### src/sv/assert_macros.svh
// Assertion helpers used by the RTL.
`ifndef ASSERT_MACROS_SVH
`define ASSERT_MACROS_SVH

// Check a condition at every clock edge outside reset.
`define ASSERT_ALWAYS(label, clk, rst_n, cond) \
  label: assert property (@(posedge clk) disable iff (!rst_n) (cond)) \
    else $error("assertion failed");

// Check that a trigger is followed by a condition in the next cycle.
`define ASSERT_NEXT(label, clk, rst_n, ante, cons) \
  label: assert property (@(posedge clk) disable iff (!rst_n) (ante) |=> (cons)) \
    else $error("assertion failed");

`endif

### src/sv/tccw_pkg.sv
package tccw_pkg;

  // Screen geometry
  localparam int COLUMNS = 80;
  localparam int ROWS    = 25;
  localparam int CELLS   = COLUMNS * ROWS;

  // Field and index widths
  localparam int CHAR_W  = 8;
  localparam int ATTR_W  = 8;
  localparam int CELL_W  = 16;
  localparam int ADDR_W  = 11;
  localparam int COL_W   = $clog2(COLUMNS + 1);
  localparam int ROW_W   = $clog2(ROWS + 1);
  localparam int MIDX_W  = (CELLS > 1) ? $clog2(CELLS) : 1;

  // Character codes and reset values
  localparam logic [CHAR_W-1:0] CHAR_NEWLINE = 8'h0A;
  localparam logic [CHAR_W-1:0] CHAR_SPACE   = 8'h20;
  localparam logic [ATTR_W-1:0] ATTR_RESET   = 8'h1F;

  // Configuration register indexes
  localparam logic REG_TEXT_ATTRIBUTE = 1'b0;

  // Control states, one-hot
  typedef enum logic [2:0] {
    ST_RUN   = 3'b001,
    ST_CLEAR = 3'b010,
    ST_PEND  = 3'b100
  } state_t;

endpackage

### src/sv/text_console_char_writer_top.sv
// The result beat appears in the cycle after its input beat is accepted.
// One character per cycle, except while the output stalls or a fill runs.
// An item that runs past the last row clears the screen store one cell per
// cycle, then writes its own cell unless it is a newline.
// Reset: cursor to 0,0, attribute 0x1F, then the same fill pass writes
// 0x1F20 into every cell; input is stalled during any fill pass.
`include "assert_macros.svh"

module text_console_char_writer_top (
  input  logic                          clk,
  input  logic                          rst_n,
  // input channel
  input  logic                          in_valid,
  output logic                          in_stall,
  input  logic [tccw_pkg::CHAR_W-1:0]   in_char_code,
  // result channel
  output logic                          out_valid,
  input  logic                          out_stall,
  output logic                          out_cell_written,
  output logic [tccw_pkg::ADDR_W-1:0]   out_cell_address,
  output logic [tccw_pkg::CELL_W-1:0]   out_cell_value,
  output logic [tccw_pkg::ADDR_W-1:0]   out_cursor_position,
  output logic                          out_screen_cleared,
  // configuration port
  input  logic                          cfg_psel,
  input  logic                          cfg_penable,
  input  logic                          cfg_pwrite,
  input  logic [2:0]                    cfg_paddr,
  input  logic [31:0]                   cfg_pwdata,
  output logic [31:0]                   cfg_prdata,
  output logic                          cfg_pready
);

  localparam int COL_W  = tccw_pkg::COL_W;
  localparam int ROW_W  = tccw_pkg::ROW_W;
  localparam int ADDR_W = tccw_pkg::ADDR_W;
  localparam int CELL_W = tccw_pkg::CELL_W;
  localparam int MIDX_W = tccw_pkg::MIDX_W;

  // Screen store
  logic [CELL_W-1:0] screen_mem [tccw_pkg::CELLS];

  logic [tccw_pkg::ATTR_W-1:0] attr_r;
  logic [COL_W-1:0]            col_r, col_nxt;
  logic [ROW_W-1:0]            row_r, row_nxt;
  tccw_pkg::state_t            state_r, state_nxt;
  logic [MIDX_W-1:0]           clr_idx_r, clr_idx_nxt;
  logic [CELL_W-1:0]           fill_cell_r, fill_cell_nxt;
  logic                        pend_we_r, pend_we_nxt;
  logic [MIDX_W-1:0]           pend_addr_r, pend_addr_nxt;
  logic [CELL_W-1:0]           pend_data_r, pend_data_nxt;
  logic                        out_valid_r;
  logic                        out_written_r;
  logic [ADDR_W-1:0]           out_addr_r;
  logic [CELL_W-1:0]           out_value_r;
  logic [ADDR_W-1:0]           out_pos_r;
  logic                        out_cleared_r;

  logic                        in_accept;
  logic                        out_free;
  logic                        cfg_write;
  logic                        is_newline;
  logic                        wrap;
  logic [COL_W-1:0]            col_a, col_b;
  logic [ROW_W-1:0]            row_a, row_b;
  logic                        clr_needed;
  logic [ADDR_W-1:0]           cell_addr;
  logic [CELL_W-1:0]           cell_value;
  logic [ADDR_W-1:0]           cursor_pos;
  logic                        mem_we;
  logic [MIDX_W-1:0]           mem_addr;
  logic [CELL_W-1:0]           mem_wdata;

  // Configuration port
  assign cfg_pready = 1'b1;
  assign cfg_write  = cfg_psel && cfg_penable && cfg_pwrite;
  always_comb begin
    cfg_prdata = '0;
    if (cfg_paddr[2] == tccw_pkg::REG_TEXT_ATTRIBUTE) begin
      cfg_prdata = {{(32 - tccw_pkg::ATTR_W){1'b0}}, attr_r};
    end
  end

  always_ff @(posedge clk) begin
    if (!rst_n) begin
      attr_r <= tccw_pkg::ATTR_RESET;
    end else if (cfg_write && cfg_paddr[2] == tccw_pkg::REG_TEXT_ATTRIBUTE) begin
      attr_r <= cfg_pwdata[tccw_pkg::ATTR_W-1:0];
    end
  end

  // Handshake
  assign out_free  = !out_valid_r || !out_stall;
  assign in_stall  = (state_r != tccw_pkg::ST_RUN) || !out_free;
  assign in_accept = in_valid && !in_stall;

  // Cursor update: wrap, then clear check, then newline or character
  assign is_newline = (in_char_code == tccw_pkg::CHAR_NEWLINE);
  assign wrap       = (col_r >= COL_W'(tccw_pkg::COLUMNS));
  assign col_a      = wrap ? '0 : col_r;
  assign row_a      = wrap ? row_r + ROW_W'(1) : row_r;
  assign clr_needed = (row_a >= ROW_W'(tccw_pkg::ROWS));
  assign col_b      = clr_needed ? '0 : col_a;
  assign row_b      = clr_needed ? '0 : row_a;

  always_comb begin
    if (is_newline) begin
      col_nxt = '0;
      row_nxt = row_b + ROW_W'(1);
    end else begin
      col_nxt = col_b + COL_W'(1);
      row_nxt = row_b;
    end
  end

  assign cell_addr  = ADDR_W'(row_b) * ADDR_W'(tccw_pkg::COLUMNS) + ADDR_W'(col_b);
  assign cell_value = {attr_r, in_char_code};
  assign cursor_pos = ADDR_W'(row_nxt) * ADDR_W'(tccw_pkg::COLUMNS) + ADDR_W'(col_nxt);

  always_ff @(posedge clk) begin
    if (!rst_n) begin
      col_r <= '0;
      row_r <= '0;
    end else if (in_accept) begin
      col_r <= col_nxt;
      row_r <= row_nxt;
    end
  end

  // Fill sequencer: sweep all cells, then apply the held character write
  always_comb begin
    state_nxt     = state_r;
    clr_idx_nxt   = clr_idx_r;
    fill_cell_nxt = fill_cell_r;
    pend_we_nxt   = pend_we_r;
    pend_addr_nxt = pend_addr_r;
    pend_data_nxt = pend_data_r;
    mem_we        = 1'b0;
    mem_addr      = clr_idx_r;
    mem_wdata     = fill_cell_r;
    unique case (state_r)
      tccw_pkg::ST_RUN: begin
        if (in_accept && clr_needed) begin
          state_nxt     = tccw_pkg::ST_CLEAR;
          clr_idx_nxt   = '0;
          fill_cell_nxt = {attr_r, tccw_pkg::CHAR_SPACE};
          pend_we_nxt   = !is_newline;
          pend_addr_nxt = cell_addr[MIDX_W-1:0];
          pend_data_nxt = cell_value;
        end else if (in_accept && !is_newline) begin
          mem_we    = 1'b1;
          mem_addr  = cell_addr[MIDX_W-1:0];
          mem_wdata = cell_value;
        end
      end
      tccw_pkg::ST_CLEAR: begin
        mem_we = 1'b1;
        if (clr_idx_r == MIDX_W'(tccw_pkg::CELLS - 1)) begin
          state_nxt = tccw_pkg::ST_PEND;
        end else begin
          clr_idx_nxt = clr_idx_r + MIDX_W'(1);
        end
      end
      tccw_pkg::ST_PEND: begin
        mem_we    = pend_we_r;
        mem_addr  = pend_addr_r;
        mem_wdata = pend_data_r;
        state_nxt = tccw_pkg::ST_RUN;
      end
      default: begin
        state_nxt = tccw_pkg::ST_RUN;
      end
    endcase
  end

  always_ff @(posedge clk) begin
    if (!rst_n) begin
      state_r     <= tccw_pkg::ST_CLEAR;
      clr_idx_r   <= '0;
      fill_cell_r <= {tccw_pkg::ATTR_RESET, tccw_pkg::CHAR_SPACE};
      pend_we_r   <= 1'b0;
    end else begin
      state_r     <= state_nxt;
      clr_idx_r   <= clr_idx_nxt;
      fill_cell_r <= fill_cell_nxt;
      pend_we_r   <= pend_we_nxt;
    end
  end

  always_ff @(posedge clk) begin
    pend_addr_r <= pend_addr_nxt;
    pend_data_r <= pend_data_nxt;
  end

  // Store write port
  always_ff @(posedge clk) begin
    if (mem_we) begin
      screen_mem[mem_addr] <= mem_wdata;
    end
  end

  // Result register
  always_ff @(posedge clk) begin
    if (!rst_n) begin
      out_valid_r <= 1'b0;
    end else if (in_accept) begin
      out_valid_r <= 1'b1;
    end else if (!out_stall) begin
      out_valid_r <= 1'b0;
    end
  end

  always_ff @(posedge clk) begin
    if (in_accept) begin
      out_written_r <= !is_newline;
      out_addr_r    <= is_newline ? '0 : cell_addr;
      out_value_r   <= is_newline ? '0 : cell_value;
      out_pos_r     <= cursor_pos;
      out_cleared_r <= clr_needed;
    end
  end

  assign out_valid           = out_valid_r;
  assign out_cell_written    = out_written_r;
  assign out_cell_address    = out_addr_r;
  assign out_cell_value      = out_value_r;
  assign out_cursor_position = out_pos_r;
  assign out_screen_cleared  = out_cleared_r;

  // Checks
  `ASSERT_NEXT(a_clear_starts, clk, rst_n, in_accept && clr_needed,
               state_r == tccw_pkg::ST_CLEAR && clr_idx_r == '0)
  `ASSERT_ALWAYS(a_no_accept_in_fill, clk, rst_n,
                 !(in_valid && !in_stall) || state_r == tccw_pkg::ST_RUN)
  `ASSERT_ALWAYS(a_cursor_in_range, clk, rst_n,
                 row_r <= ROW_W'(tccw_pkg::ROWS) && col_r <= COL_W'(tccw_pkg::COLUMNS))
  `ASSERT_NEXT(a_pend_follows_sweep, clk, rst_n,
               state_r == tccw_pkg::ST_CLEAR && clr_idx_r == MIDX_W'(tccw_pkg::CELLS - 1),
               state_r == tccw_pkg::ST_PEND)

endmodule

### config.mk
export PLATFORM = sky130hd
export DESIGN_NAME = text_console_char_writer_top
export DESIGN_NICKNAME = d
export VERILOG_FILES = /design/src/sv/tccw_pkg.sv /design/src/sv/text_console_char_writer_top.sv
export VERILOG_INCLUDE_DIRS = /design/src /design/src/sv
export SDC_FILE = /design/constraint.sdc
export NUM_CORES = 1
export LEC_CHECK = 0
export BUFFER_PORTS_ARGS = -buffer_cell sky130_fd_sc_hd__buf_2
export CELL_PAD_IN_SITES_DETAIL_PLACEMENT = 1
export CELL_PAD_IN_SITES_GLOBAL_PLACEMENT = 1
export CORE_ASPECT_RATIO = 0.5
export CORE_MARGIN = 1.5
export CORE_UTILIZATION = 39
export DETAILED_ROUTE_END_ITERATION = 16
export HOLD_SLACK_MARGIN = 0.08
export PLACE_DENSITY_LB_ADDON = 0.1
export SYNTH_ARGS = -nofsm -noshare
export SYNTH_HDL_FRONTEND = slang
export SYNTH_SLANG_ARGS = --single-unit
### constraint.sdc
create_clock -name clk -period 4.43 [get_ports clk]
set_clock_uncertainty 0.05 [all_clocks]
set_input_delay 0.2215 -clock clk [delete_from_list [all_inputs] [get_ports clk]]
set_output_delay 0.2215 -clock clk [all_outputs]
set_load 0.05 [all_outputs]
# Word level (Yosys, flattened, before mapping)
# Cells that the tools add are included.
dict set report classes {
  n_reduce_logical 15
  bitwise_logic 1
  order_cmp 2
  n_addsub 6
  eq_ne 9
  n_mux 15
  mul 2
}
# operator n
set ops {}
lappend ops {{$add 11x7->11} 2}
lappend ops {{$mux 11} 2}
lappend ops {{$pmux 11 s2} 1}
lappend ops {{$mux 7} 3}
lappend ops {{$mux 5} 3}
lappend ops {{$mul 5x3->7 const B} 2}
lappend ops {{$add 11x1->11 const B} 1}
lappend ops {{$eq 11x11->1 const B} 1}
lappend ops {{$add 5x1->5 const B} 2}
lappend ops {{$eq 8x4->1 const B} 1}
lappend ops {{$mux 8} 1}
lappend ops {{$add 7x1->7 const B} 1}
lappend ops {{$ge 7x7->1 const B} 1}
lappend ops {{$mux 3} 2}
lappend ops {{$ne 2x2->1 const B} 3}
lappend ops {{$pmux 3 s2} 1}
lappend ops {{$ge 5x5->1 const B} 1}
lappend ops {{$logic_and 1x1->1} 5}
lappend ops {{$logic_not 1->1} 5}
lappend ops {{$eq 3x1->1 const B} 1}
lappend ops {{$eq 3x2->1 const B} 1}
lappend ops {{$ne 3x1->1 const B} 1}
lappend ops {{$reduce_and 3->1} 1}
lappend ops {{$logic_or 1x1->1} 2}
lappend ops {{5 further kinds} 6}
dict set report word_totals {
  register_bits 75
  elab_cells 61
}

# Longest topological paths before layout
dict set report depth {
  ltp_word 9
  ltp_mapped 19
}

# Worst setup path before layout
# OpenSTA, ideal clock, no wires.
dict set report synth_path {
  kind {register -> register}
  start {reg col_r[5]}
  end {reg out_pos_r[10] (netlist: out_cursor_position[10]), data pin}
  setup_ns 0.264
  arrival_ns 3.745
  path_buffers 3
  slack_ns 0.371
  synth_period_minus_slack_ns 4.059
  stages_incl_launch_ff 20
  cell_sequence {dfxtp_1 > buf_2 > o21ai_2 > buf_2 > or3_4 > a222oi_1 > clkbuf_1 > nor3b_1 > ha_1 > and3_1 > nand2_1 > xnor2_1 > and2_1 > ha_1 > fa_1 > a21oi_1 > nor2b_1 > nand3_1 > xnor2_1 > xnor2_1}
}
dict set report synth_via {
  word_cells_on_any_way 12
  classes_between {add/sub: 3; mul: 1; order compare: 2; mux: 6}
}
# element line_no
set synth_lines {}
lappend synth_lines {{from (decl)} text_console_char_writer_top.sv:44} ;# logic [COL_W-1:0] col_r, col_nxt;
lappend synth_lines {{from (signal assigned)} text_console_char_writer_top.sv:125} ;# col_r <= col_nxt;
lappend synth_lines {{$ge 7x7->1} text_console_char_writer_top.sv:99} ;# assign wrap = (col_r >= COL_W'(tccw_pkg::COLUMNS));
lappend synth_lines {{$mux 5} text_console_char_writer_top.sv:101} ;# assign row_a = wrap ? row_r + ROW_W'(1) : row_r;
lappend synth_lines {{$ge 5x5->1} text_console_char_writer_top.sv:102} ;# assign clr_needed = (row_a >= ROW_W'(tccw_pkg::ROWS));
lappend synth_lines {{via clr_needed} text_console_char_writer_top.sv:66} ;# logic clr_needed;
lappend synth_lines {{$mux 7} text_console_char_writer_top.sv:103} ;# assign col_b = clr_needed ? '0 : col_a;
lappend synth_lines {{$add 7x1->7} text_console_char_writer_top.sv:111} ;# col_nxt = col_b + COL_W'(1);
lappend synth_lines {{$mux 7} text_console_char_writer_top.sv:107} ;# if (is_newline) begin
lappend synth_lines {{via col_nxt[4]} text_console_char_writer_top.sv:44}
lappend synth_lines {{$add 11x7->11} text_console_char_writer_top.sv:118} ;# assign cursor_pos = ADDR_W'(row_nxt) * ADDR_W'(tccw_pkg::COLUMNS) + ADDR_W'(col_nxt);
lappend synth_lines {{via cursor_pos[10]} text_console_char_writer_top.sv:69} ;# logic [ADDR_W-1:0] cursor_pos;
lappend synth_lines {{to (signal assigned)} text_console_char_writer_top.sv:218} ;# out_pos_r <= cursor_pos;
lappend synth_lines {{to (decl)} text_console_char_writer_top.sv:56} ;# logic [ADDR_W-1:0] out_pos_r;
# The timed path passes the listed nets, and every way through them passes these cells.
# A chain may end at the register's enable or synchronous reset.

# Worst setup path in the final report
dict set report layout_path {
  start {reg col_r[5]}
  end {reg out_pos_r[10] (netlist: out_cursor_position[10]), data pin}
}
dict set report layout_via {
  word_cells_on_any_way 12
  classes_between {add/sub: 3; mul: 1; order compare: 2; mux: 6}
}
# element line_no
set layout_lines {}
lappend layout_lines {{$ge 7x7->1 *} text_console_char_writer_top.sv:99}
lappend layout_lines {{$mux 5} text_console_char_writer_top.sv:101}
lappend layout_lines {{$ge 5x5->1} text_console_char_writer_top.sv:102}
lappend layout_lines {{$mux 7 *} text_console_char_writer_top.sv:103}
lappend layout_lines {{$add 7x1->7 *} text_console_char_writer_top.sv:111}
lappend layout_lines {{$mux 7 *} text_console_char_writer_top.sv:107}
lappend layout_lines {{via col_nxt[4]} text_console_char_writer_top.sv:44}
lappend layout_lines {{$add 11x7->11 *} text_console_char_writer_top.sv:118}
lappend layout_lines {{via cursor_pos[10]} text_console_char_writer_top.sv:69}
# Mark *: on every way through the listed nets, which the timed path passes. The rest lies on a longest branch.

==> impl_metrics.toml <==
[critical_path]
r2r_setup_slack_ns = 0.27
worst-path-max-fanout = 10
worstPathCellList = "o211ai_1 -> xor2_1 -> a222oi_1 -> buf_4 -> nor3b_2 -> ha_1 -> and3_1 -> nand2_1 -> xnor2_1 -> and2_1 -> ha_1 -> fa_1 -> a21oi_1 -> nor2b_1 -> nand3_1 -> xnor2_1 -> xnor2_1"
critPathKind = "reg -> reg"
cp.buffers_inverters = 1
slowest_stage = "dfxtp_1"
crit_arrival_ns = 4.20
worst_setup_path_end_kind = "flop"
required_ns = 4.46
worst_path_most_repeated_cell = "xnor2_1"
worst_setup_path_start_kind = "flop"
startpoint = "col_r[5]$_SDFFE_PN0P_"
critPathMaxStageDelay_ns = 0.57
r2r-start = "col_r[5]$_SDFFE_PN0P_"
rr_worst_depth = 17
path_depth = 17
cp_top_family = "simple AND/OR/NAND/NOR gates"

[die]
die_h_um = 75.2
io_pins = 125
core_um2 = 10200
fp-row-count = 26
die_w_um = 147
start_util = 0.400
die-area_um2 = 11100

[grt]
grt.met1_usage = 0.237
grt_max_degree = 35
grt.total_usage = 0.179
grt_pass1_vias = 3018
gr-total-overflow = 0
grt_antenna_before_repair = 0
met2_usage = 0.285
met3_usage = 0.0539
grt.busiest_layer = "met2"
grt_pass1_wl_um = 15200

[drt]
drt-pass1-iter-count = 4
vias = 3220
routedWlPerCell_um = 14.7
viasPerCell = 4.99
routed_wl_um = 9490
postRouteAntennaNets = 0
drt_iter0_markers = 115
drc = 0

[clocking]
clock_sinks = 75
cts_setup_buffers = 0
clkLatencyLatePin_ns = 0.33
cts_buffers = 9
cts.clk_slew.worst_paths_ns = 0.06
root_buffer = "clkbuf_16"
clk_path_buf_depth = 2
cts_max_level = 3
cts_tree = "built"

[logic_synthesis]
synth_flop_cell = "edfxtp_1"
synth_seq_cells = 75
syn_area_um2 = 4070
yosys_warnings = 0
syn_inst = 414
synth-edff-count = 40
synthArstFlopShare = 0
avgSynthCellArea_um2 = 9.83
synth_cell_type_count = 49
ys_seq_area_frac = 0.467

[run_status]
status = "complete, no violations"

[job]
max_cap_viol_count = 0

[final_layout]
postLayoutCoreUtil = 0.489
antenna_cells = 0
mostFrequentLayoutCells = "73 x buf_2, 43 x nand2_1, 40 x edfxtp_1"
seq_area_um2 = 1900
area_delta_synth_final_pct = 22.4
layout.filler_cells = 1170
multiInputGateArea_um2 = 1980
drive_gt1_frac = 0.216
num-nets-final = 576
final_cells = 645
final_common_cell = "buf_2"

[sta]
post-route-period-util = 0.940
fin_ws_ns = 0.265
setup_violations = 0
slew_headroom = 0.502
post-route-min-period_ns = 4.16
tightestPinTransition_ns = 0.741
drv_slew = 0
finalHoldViolations = 0
fmax_ghz = 0.240
tns_ns = 0

[place]
placement.io_buffers = 73
pre_cts_slack_ns = 0.157
dpl.hpwl_um = 6670
gp_congestion = 0.769
dp.cells = 614

[hold_path]
min_path_type = "in -> reg"
hp-start = "in_char_code[1]"
holdPathStages = 2

[power]
leakagePower_uw = 0.00218
power_density_nw_per_um2 = 345
ir_worst_vdd_mv = 0.150
-- metal layers --
| layer | vias up | routed length (um) |
|---|---|---|
| met2 | 100 | 4050 |
| met1 | 1531 | 4780 |
| li1 | 1584 | - |
| met4 | 0 | 80 |
| met3 | 5 | 580 |
| met5 | - | 0 |
-- cells in the mapped netlist (5+ instances only) --
| master | count | share of area |
|---|---|---|
| nand2_1 | 43 | 0.040 |
| edfxtp_1 | 40 | 0.30 |
| dfxtp_1 | 35 | 0.17 |
| a21oi_1 | 31 | 0.038 |
| buf_4 | 25 | 0.046 |
| nor2_1 | 25 | 0.023 |
| ha_1 | 22 | 0.068 |
| and2_1 | 19 | 0.029 |
| o21ai_0 | 19 | 0.023 |
| clkbuf_1 | 17 | 0.016 |
| nand3_1 | 17 | 0.021 |
| nor2b_1 | 15 | 0.023 |
| or3_1 | 10 | 0.015 |
| xor2_1 | 10 | 0.022 |
| xnor2_1 | 9 | 0.019 |
| inv_1 | 7 | 0.0065 |
| a21o_1 | 5 | 0.0092 |
| and3_1 | 5 | 0.0077 |
| nand4_1 | 5 | 0.0077 |
-- where the power goes --
group	internal [uW]	switching [uW]	leakage, uW
Sequential	743	14.8	0.000656
Clock	497	300	0.000156
Combinational	45.6	118	0.00136
-- sequential cells by signal, indices dropped and copies added (netlist names), 3 cells and up --
| register | flops |
|---|---|
| out_cursor_position | 11 |
| attr_r | 8 |
| row_r | 5 |
| state_r | 3 |
| col_r | 7 |
| out_cell_value | 16 |
| out_cell_address | 11 |
| clr_idx_r | 11 |
-- stage by stage --
| stage | area [um2] | total power [uW] | hold WS, ns |
|---|---|---|---|
| 3_5_place_dp | 4500 | 923 | 0.364 |
| 2_1_floorplan | 4160 | 907 | 0.296 |
| 6_report | 4980 | 1720 | 0.139 |
| 5_1_grt | 4980 | 1780 | 0.136 |
| 3_3_place_gp | 4500 | 921 | 0.360 |
| 4_1_cts | 4960 | 1740 | 0.118 |
-- repair_timing --
| action | 4_1_cts | 5_1_grt |
|---|---|---|
| endpoints found under the hold margin | 14 | 0 |
| endpoints found under the setup margin | 0 | 3 |
| gates resized for setup | 0 | 4 |
| hold buffers | 14 | 0 |
-- final timing paths --
path / endpoint
worst max-delay path: out_cursor_position[10]$_DFFE_PP_
worst min-delay path: out_cell_value[1]$_SDFFCE_PN0P_
worst max register to register: out_cursor_position[10]$_DFFE_PP_
worst min register to register: clr_idx_r[10]$_SDFFE_PN0P_
-- kinds of logic (layout without fill, tap and decap cells) --
group	after synthesis	in the layout	synth area share
and+or+nand+nor	162	162	0.210
muxes	3	3	0.00769
xor gates and xnor gates	19	19	0.0409
DFF	75	75	0.467
buffers and inverters	52	119	0.0719
AOI/OAI and AO/OA	75	76	0.113
other	2	25	0.00185
adders and majority gates	26	26	0.0873
-- layout make-up --
cell class | count | area share
clock buffers | 9 | 0.0452
clock inverters | 7 | 0.0198
inverters | 7 | 0.00527
multi-input cells | 311 | 0.398
flip-flops and latches | 75 | 0.382
well taps | 140 | 0.0351
repair buffers | 96 | 0.115
Note: power is estimated with default switching activity, not from simulation.
